[src/rtl/cmpc_pkg.sv]
// Shared types, constants and the control program of the cascade motor position controller.
`default_nettype none

package cmpc_pkg;

  // Field and datapath widths.
  localparam int unsigned ANGLE_W    = 13;
  localparam int unsigned SPEED_W    = 16;
  localparam int unsigned TURNS_W    = 16;
  localparam int unsigned POS_W      = 29;
  localparam int unsigned CURR_W     = 14;
  localparam int unsigned GAIN_W     = 32;
  localparam int unsigned ERR_W      = POS_W + 1;
  localparam int unsigned INTEG_W    = 32;
  localparam int unsigned MUL_A_W    = GAIN_W + 1;
  localparam int unsigned MUL_B_W    = INTEG_W;
  localparam int unsigned PROD_W     = MUL_A_W + MUL_B_W;
  localparam int unsigned ACC_W      = PROD_W + 1;
  localparam int unsigned FRAC_W     = 16;
  localparam int unsigned QUOT_W     = ACC_W - FRAC_W;
  localparam int unsigned DIFF_W     = 18;
  localparam int unsigned POS_CALC_W = TURNS_W + 18;

  // Port widths.
  localparam int unsigned CFG_IDX_W  = 2;
  localparam int unsigned CFG_DATA_W = 32;
  localparam int unsigned S_TDATA_W  = 32;
  localparam int unsigned M_TDATA_W  = 64;

  // Motor and loop constants.
  localparam int COUNTS_PER_TURN = 8192;
  localparam int WRAP_THRESHOLD  = 4000;
  localparam int CURRENT_LIMIT   = 7000;

  // Register reset values (Q16.16 gains of 23.0 and about 0.001).
  localparam logic [GAIN_W-1:0] SPEED_PROP_GAIN_RST = 32'd1507328;
  localparam logic [GAIN_W-1:0] SPEED_INT_GAIN_RST  = 32'd66;

  // Configuration register indexes.
  typedef enum logic [CFG_IDX_W-1:0] {
    CFG_TARGET_POSITION = 2'd0,
    CFG_POSITION_GAIN   = 2'd1,
    CFG_SPEED_PROP_GAIN = 2'd2,
    CFG_SPEED_INT_GAIN  = 2'd3
  } cfg_index_t;

  // Multiplier operand pair selection.
  typedef enum logic [1:0] {
    MUL_NONE     = 2'd0,
    MUL_POSITION = 2'd1,
    MUL_PROP     = 2'd2,
    MUL_INT      = 2'd3
  } mul_sel_t;

  // Accumulator operation.
  typedef enum logic [1:0] {
    ACC_HOLD = 2'd0,
    ACC_NUM  = 2'd1,
    ACC_LOAD = 2'd2,
    ACC_ADD  = 2'd3
  } acc_op_t;

  // Sequencer branch kind.
  typedef enum logic [1:0] {
    JMP_NONE        = 2'd0,
    JMP_IF_FEEDBACK = 2'd1,
    JMP_ALWAYS      = 2'd2
  } jump_t;

  localparam int unsigned STEP_W = 4;

  // Program addresses.
  localparam logic [STEP_W-1:0] STEP_ERR  = 4'd0;
  localparam logic [STEP_W-1:0] STEP_MULP = 4'd1;
  localparam logic [STEP_W-1:0] STEP_NUM  = 4'd2;
  localparam logic [STEP_W-1:0] STEP_VERR = 4'd3;
  localparam logic [STEP_W-1:0] STEP_SUM  = 4'd4;
  localparam logic [STEP_W-1:0] STEP_LDP  = 4'd5;
  localparam logic [STEP_W-1:0] STEP_ADDI = 4'd6;
  localparam logic [STEP_W-1:0] STEP_CMD  = 4'd7;
  localparam logic [STEP_W-1:0] STEP_OUT  = 4'd8;
  localparam logic [STEP_W-1:0] STEP_FB   = 4'd9;
  localparam logic [STEP_W-1:0] STEP_POS  = 4'd10;

  // One control word of the program.
  typedef struct packed {
    mul_sel_t          mul_sel;
    acc_op_t           acc_op;
    logic              err_en;
    logic              verr_en;
    logic              sum_en;
    logic              cmd_en;
    logic              fb_en;
    logic              pos_en;
    logic              done;
    jump_t             jump;
    logic [STEP_W-1:0] target;
  } uop_t;

  // Sequencer to datapath control.
  typedef struct packed {
    logic load;
    uop_t uop;
  } seq_ctrl_t;

  // Datapath to sequencer status.
  typedef struct packed {
    logic is_tick;
    logic out_stall;
  } dp_status_t;

  // Control store: a tick runs the cascade loop, feedback unwraps the angle.
  function automatic uop_t ucode(input logic [STEP_W-1:0] addr);
    uop_t u;
    u = '0;
    case (addr)
      STEP_ERR: begin
        u.err_en = 1'b1;
        u.jump   = JMP_IF_FEEDBACK;
        u.target = STEP_FB;
      end
      STEP_MULP: u.mul_sel = MUL_POSITION;
      STEP_NUM:  u.acc_op  = ACC_NUM;
      STEP_VERR: u.verr_en = 1'b1;
      STEP_SUM: begin
        u.sum_en  = 1'b1;
        u.mul_sel = MUL_PROP;
      end
      STEP_LDP: begin
        u.acc_op  = ACC_LOAD;
        u.mul_sel = MUL_INT;
      end
      STEP_ADDI: u.acc_op = ACC_ADD;
      STEP_CMD:  u.cmd_en = 1'b1;
      STEP_OUT:  u.done   = 1'b1;
      STEP_FB:   u.fb_en  = 1'b1;
      STEP_POS: begin
        u.pos_en = 1'b1;
        u.jump   = JMP_ALWAYS;
        u.target = STEP_OUT;
      end
      default: begin
        u.done = 1'b1;
      end
    endcase
    return u;
  endfunction

endpackage

`default_nettype wire

[src/rtl/cmpc_sequencer.sv]
// Step counter and control store that sequence one item through the datapath.
`default_nettype none

module cmpc_sequencer (
  input  logic                   clk,
  input  logic                   rst,
  input  logic                   s_valid,
  output logic                   s_ready,
  input  cmpc_pkg::dp_status_t   status,
  output cmpc_pkg::seq_ctrl_t    ctrl
);
  import cmpc_pkg::*;

  logic              busy;
  logic [STEP_W-1:0] step;
  uop_t              uop;
  logic              accept;
  logic              exec;
  logic              take_jump;

  // Fetch the control word of the current step.
  assign uop     = ucode(step);
  assign s_ready = !busy;
  assign accept  = s_valid && !busy;

  // The final step waits while the previous result is still unread.
  assign exec      = busy && !(uop.done && status.out_stall);
  assign take_jump = (uop.jump == JMP_ALWAYS) ||
                     ((uop.jump == JMP_IF_FEEDBACK) && !status.is_tick);

  always_comb begin
    ctrl.load = accept;
    ctrl.uop  = exec ? uop : '0;
  end

  // Step counter with branches.
  always_ff @(posedge clk) begin
    if (rst) begin
      busy <= 1'b0;
      step <= STEP_ERR;
    end else if (accept) begin
      busy <= 1'b1;
      step <= STEP_ERR;
    end else if (exec) begin
      if (uop.done) begin
        busy <= 1'b0;
      end else if (take_jump) begin
        step <= uop.target;
      end else begin
        step <= step + 1'b1;
      end
    end
  end

endmodule

`default_nettype wire

[config.mk]
export PLATFORM = sky130hd
export DESIGN_NAME = cmpc_sequencer
export DESIGN_NICKNAME = d
export VERILOG_FILES = /design/src/rtl/cmpc_pkg.sv /design/src/rtl/cmpc_sequencer.sv
export SDC_FILE = /design/constraint.sdc
export NUM_CORES = 1
export LEC_CHECK = 0
export BUFFER_PORTS_ARGS = -buffer_cell sky130_fd_sc_hd__buf_2
export CAP_MARGIN = 10
export CORE_AREA = 2 2 39 41
export DETAILED_ROUTE_END_ITERATION = 8
export DIE_AREA = 0 0 41 43
export GPL_TIMING_DRIVEN = 0
export PLACE_DENSITY = 0.7
export SLEW_MARGIN = 20
export SYNTH_ARGS = -nofsm -noshare
export SYNTH_HDL_FRONTEND = slang
export SYNTH_SLANG_ARGS = --single-unit
[constraint.sdc]
create_clock -name clk -period 2.68 [get_ports clk]
set_input_delay 0.134 -clock clk [delete_from_list [all_inputs] [get_ports clk]]
set_output_delay 0.134 -clock clk [all_outputs]
set_load 0.03 [all_outputs]
==> impl_metrics.json <==
{
  "arrival_ns": 1.96,
  "fillerInstances": 143,
  "core-area_um2": 1384,
  "fin_crit_sh": 0.7806,
  "drc_errors": 0,
  "clk_path_buf_depth": 2,
  "ant_nets": 0,
  "cellPowerDensity_nw_per_um2": 392.3,
  "dpl_worst_slack_ns": 0.8566,
  "synth_commonest_cells": "11 x nor2_1, 7 x nand2_1, 6 x and3_1, 6 x buf_4, 5 x dfxtp_1",
  "die_w_um": 41,
  "hp-class": "in2reg",
  "synthMuxAreaShare": 0.01882,
  "place_congestion": 0.7577,
  "p_leak_nw": 0.3676,
  "synth_seq_cells": 5,
  "clk_latency_ns": 0.24,
  "drt_first_pass_iters": 2,
  "synth-xor-area-share": 0,
  "met3_usage": 0.04712,
  "overflow": 0,
  "wire_per_inst_um": 10.34,
  "ys_types": 32,
  "top_usage_layer": "met2",
  "hold_viol": 0,
  "rsz0062_at_grt": "no",
  "postSynthCellCount": 70,
  "critical_path_class": "reg2out",
  "synth_top_area_frac": 0.1882,
  "die-area_um2": 1763,
  "area_growth_pct": 29.18,
  "synthSimpleGateAreaFrac": 0.3576,
  "via_count": 547,
  "ys_warn_count": 0,
  "path_cells": "inv_1, ha_1, nor4_2, o22ai_2, nor3_2, buf_2",
  "io_pins": 24,
  "num_rows": 14,
  "cts_max_level": 1,
  "tns_ns": 0,
  "synth_edf_count": 0,
  "critPathRequiredTime_ns": 2.55,
  "cts_tree": "done",
  "clock_sinks": 5,
  "cp_max_fo": 6,
  "grtUsageMet2": 0.2313,
  "finClkSkew_ns": 0.004368,
  "grt_pass1_wl_um": 1787,
  "antenna_found_initial": 0,
  "cts_setup_buffers": 0,
  "viasPerCell": 4.884,
  "initial_core_util": 0.3843,
  "drv_slew": 0,
  "finalSetupViolCount": 0,
  "grt_max_degree": 11,
  "crit_slowest_cell": "dfxtp_1",
  "worst_slack_ns": 0.5879,
  "status": "complete, no violations",
  "avgSynthCellArea_um2": 7.597,
  "n_antenna_cell": 0,
  "cpPeakStageDelay_ns": 0.39,
  "fmax_mhz": 478.0,
  "hold_buffers": 0,
  "synth-compound-area-share": 0.1788,
  "synthesis.area_um2": 531.8,
  "synth-main-ff-cell": "dfxtp_1",
  "ctsResizeCount": 0,
  "drt_iter0_drc": 7,
  "wirelength_um": 1158,
  "vdd_drop_max_mv": 0.2119,
  "numCtsBuffers": 3,
  "grtUsageTotal": 0.1436,
  "use_met1": 0.1672,
  "yosysMostFrequentCell": "nor2_1",
  "finalPower_mw": 0.2695,
  "endpoint_kind": "primary output",
  "ys_top_cells_by_area": "dfxtp_1 19%, ha_1 9.4%, buf_4 8.5%, nor2_1 7.8%, and3_1 7.1%",
  "synth_top_family_by_area": "simple AND/OR/NAND/NOR gates",
  "cap_violations": 0,
  "portBuffers": 21,
  "cts-root-buf": "clkbuf_4",
  "grt_pass1_vias": 479,
  "async_flop_share": 0,
  "post-route-min-period_ns": 2.092,
  "hpwl_um": 916.2,
  "yosysSeqAreaShare": 0.1882,
  "die_h_um": 43,
  "rrSetupSlack_ns": 0.96,
  "cp-start-kind": "register",
  "synthAdderAreaFrac": 0.09412,
  "clk_pin_slew_ns": 0.04,
  "final_nets": 106,
  "drive_gt1_frac": 0.4375,
  "synth_top_area_cell": "dfxtp_1"
}
metrics by stage:
stage / cell area (um^2) / hold slack, ns / std cells / utilization
after floorplan: 535.5 / 0.2133 / 71 / -
after global placement: 660.6 / 0.3305 / 108 / 0.4774
after detailed placement: 660.6 / 0.3323 / 108 / 0.4774
after CTS: 686.9 / 0.08157 / 112 / 0.4964
after global routing: 686.9 / 0.08258 / 112 / 0.4964
final: 686.9 / 0.08557 / 112 / 0.4964
registers in the layout, indices dropped and copies added, names as in the netlist:
register  cells
busy          1
step          4
area by class of cell:
cell class,instances,area [um^2],share of cell area
well taps,16,20.02,0.02914
inverters,5,21.27,0.03097
flip-flops and latches,5,100.1,0.1457
clock buffers,4,26.28,0.03825
multi-input cells,53,352.8,0.5137
repair buffers,21,105.1,0.1530
plain buffers,8,61.31,0.08925
critical path, delay by kind of cell (launching register included):
kind                     cells  cell delay [ns]
flip-flops                   1             0.39
AND/OR/NAND/NOR              2             0.53
adder cells (fa/ha/maj)      1             0.28
AO/OA/AOI/OAI                1             0.18
buffers and inverters        2             0.34
layout by cell type, fill, tap and decap left out, drive strengths merged, types with 2 or more instances in the layout:
master	synthesis	routed
a31oi	2	2
ha	4	4
nor3	2	2
clkbuf	0	4
buf	8	29
and3	6	6
conb	1	2
nand2b	2	2
dfxtp	5	5
inv	5	5
a21oi	2	2
nand2	8	8
nor2	11	11
final timing paths:
check,from,to,cells after the start
setup / recovery,step[0],ctrl[6],6
hold / removal,rst,busy,2
setup reg to reg,step[0],step[2],6
hold reg to reg,step[1],step[1],2
cells by family after synthesis:
family,after synthesis
AO/OA/AOI/OAI,11
buffers and inverters,13
other,1
AND/OR/NAND/NOR,35
adder cells (fa/ha/maj),4
multiplexers,1
flip-flops,5
per-layer routing:
| metal | routed length, um | vias to the layer above |
|---|---|---|
| li1 | - | 290 |
| met1 | 515 | 244 |
| met2 | 585 | 13 |
| met3 | 57 | 0 |
| met4 | 0 | 0 |
| met5 | 0 | - |
power by group:
part	internal, mW	switching, mW
Clock	0.0562	0.0298
Sequential	0.0782	0.00257
Combinational	0.0365	0.0662
Total	0.171	0.0986
(Power assumes the default switching activity.)
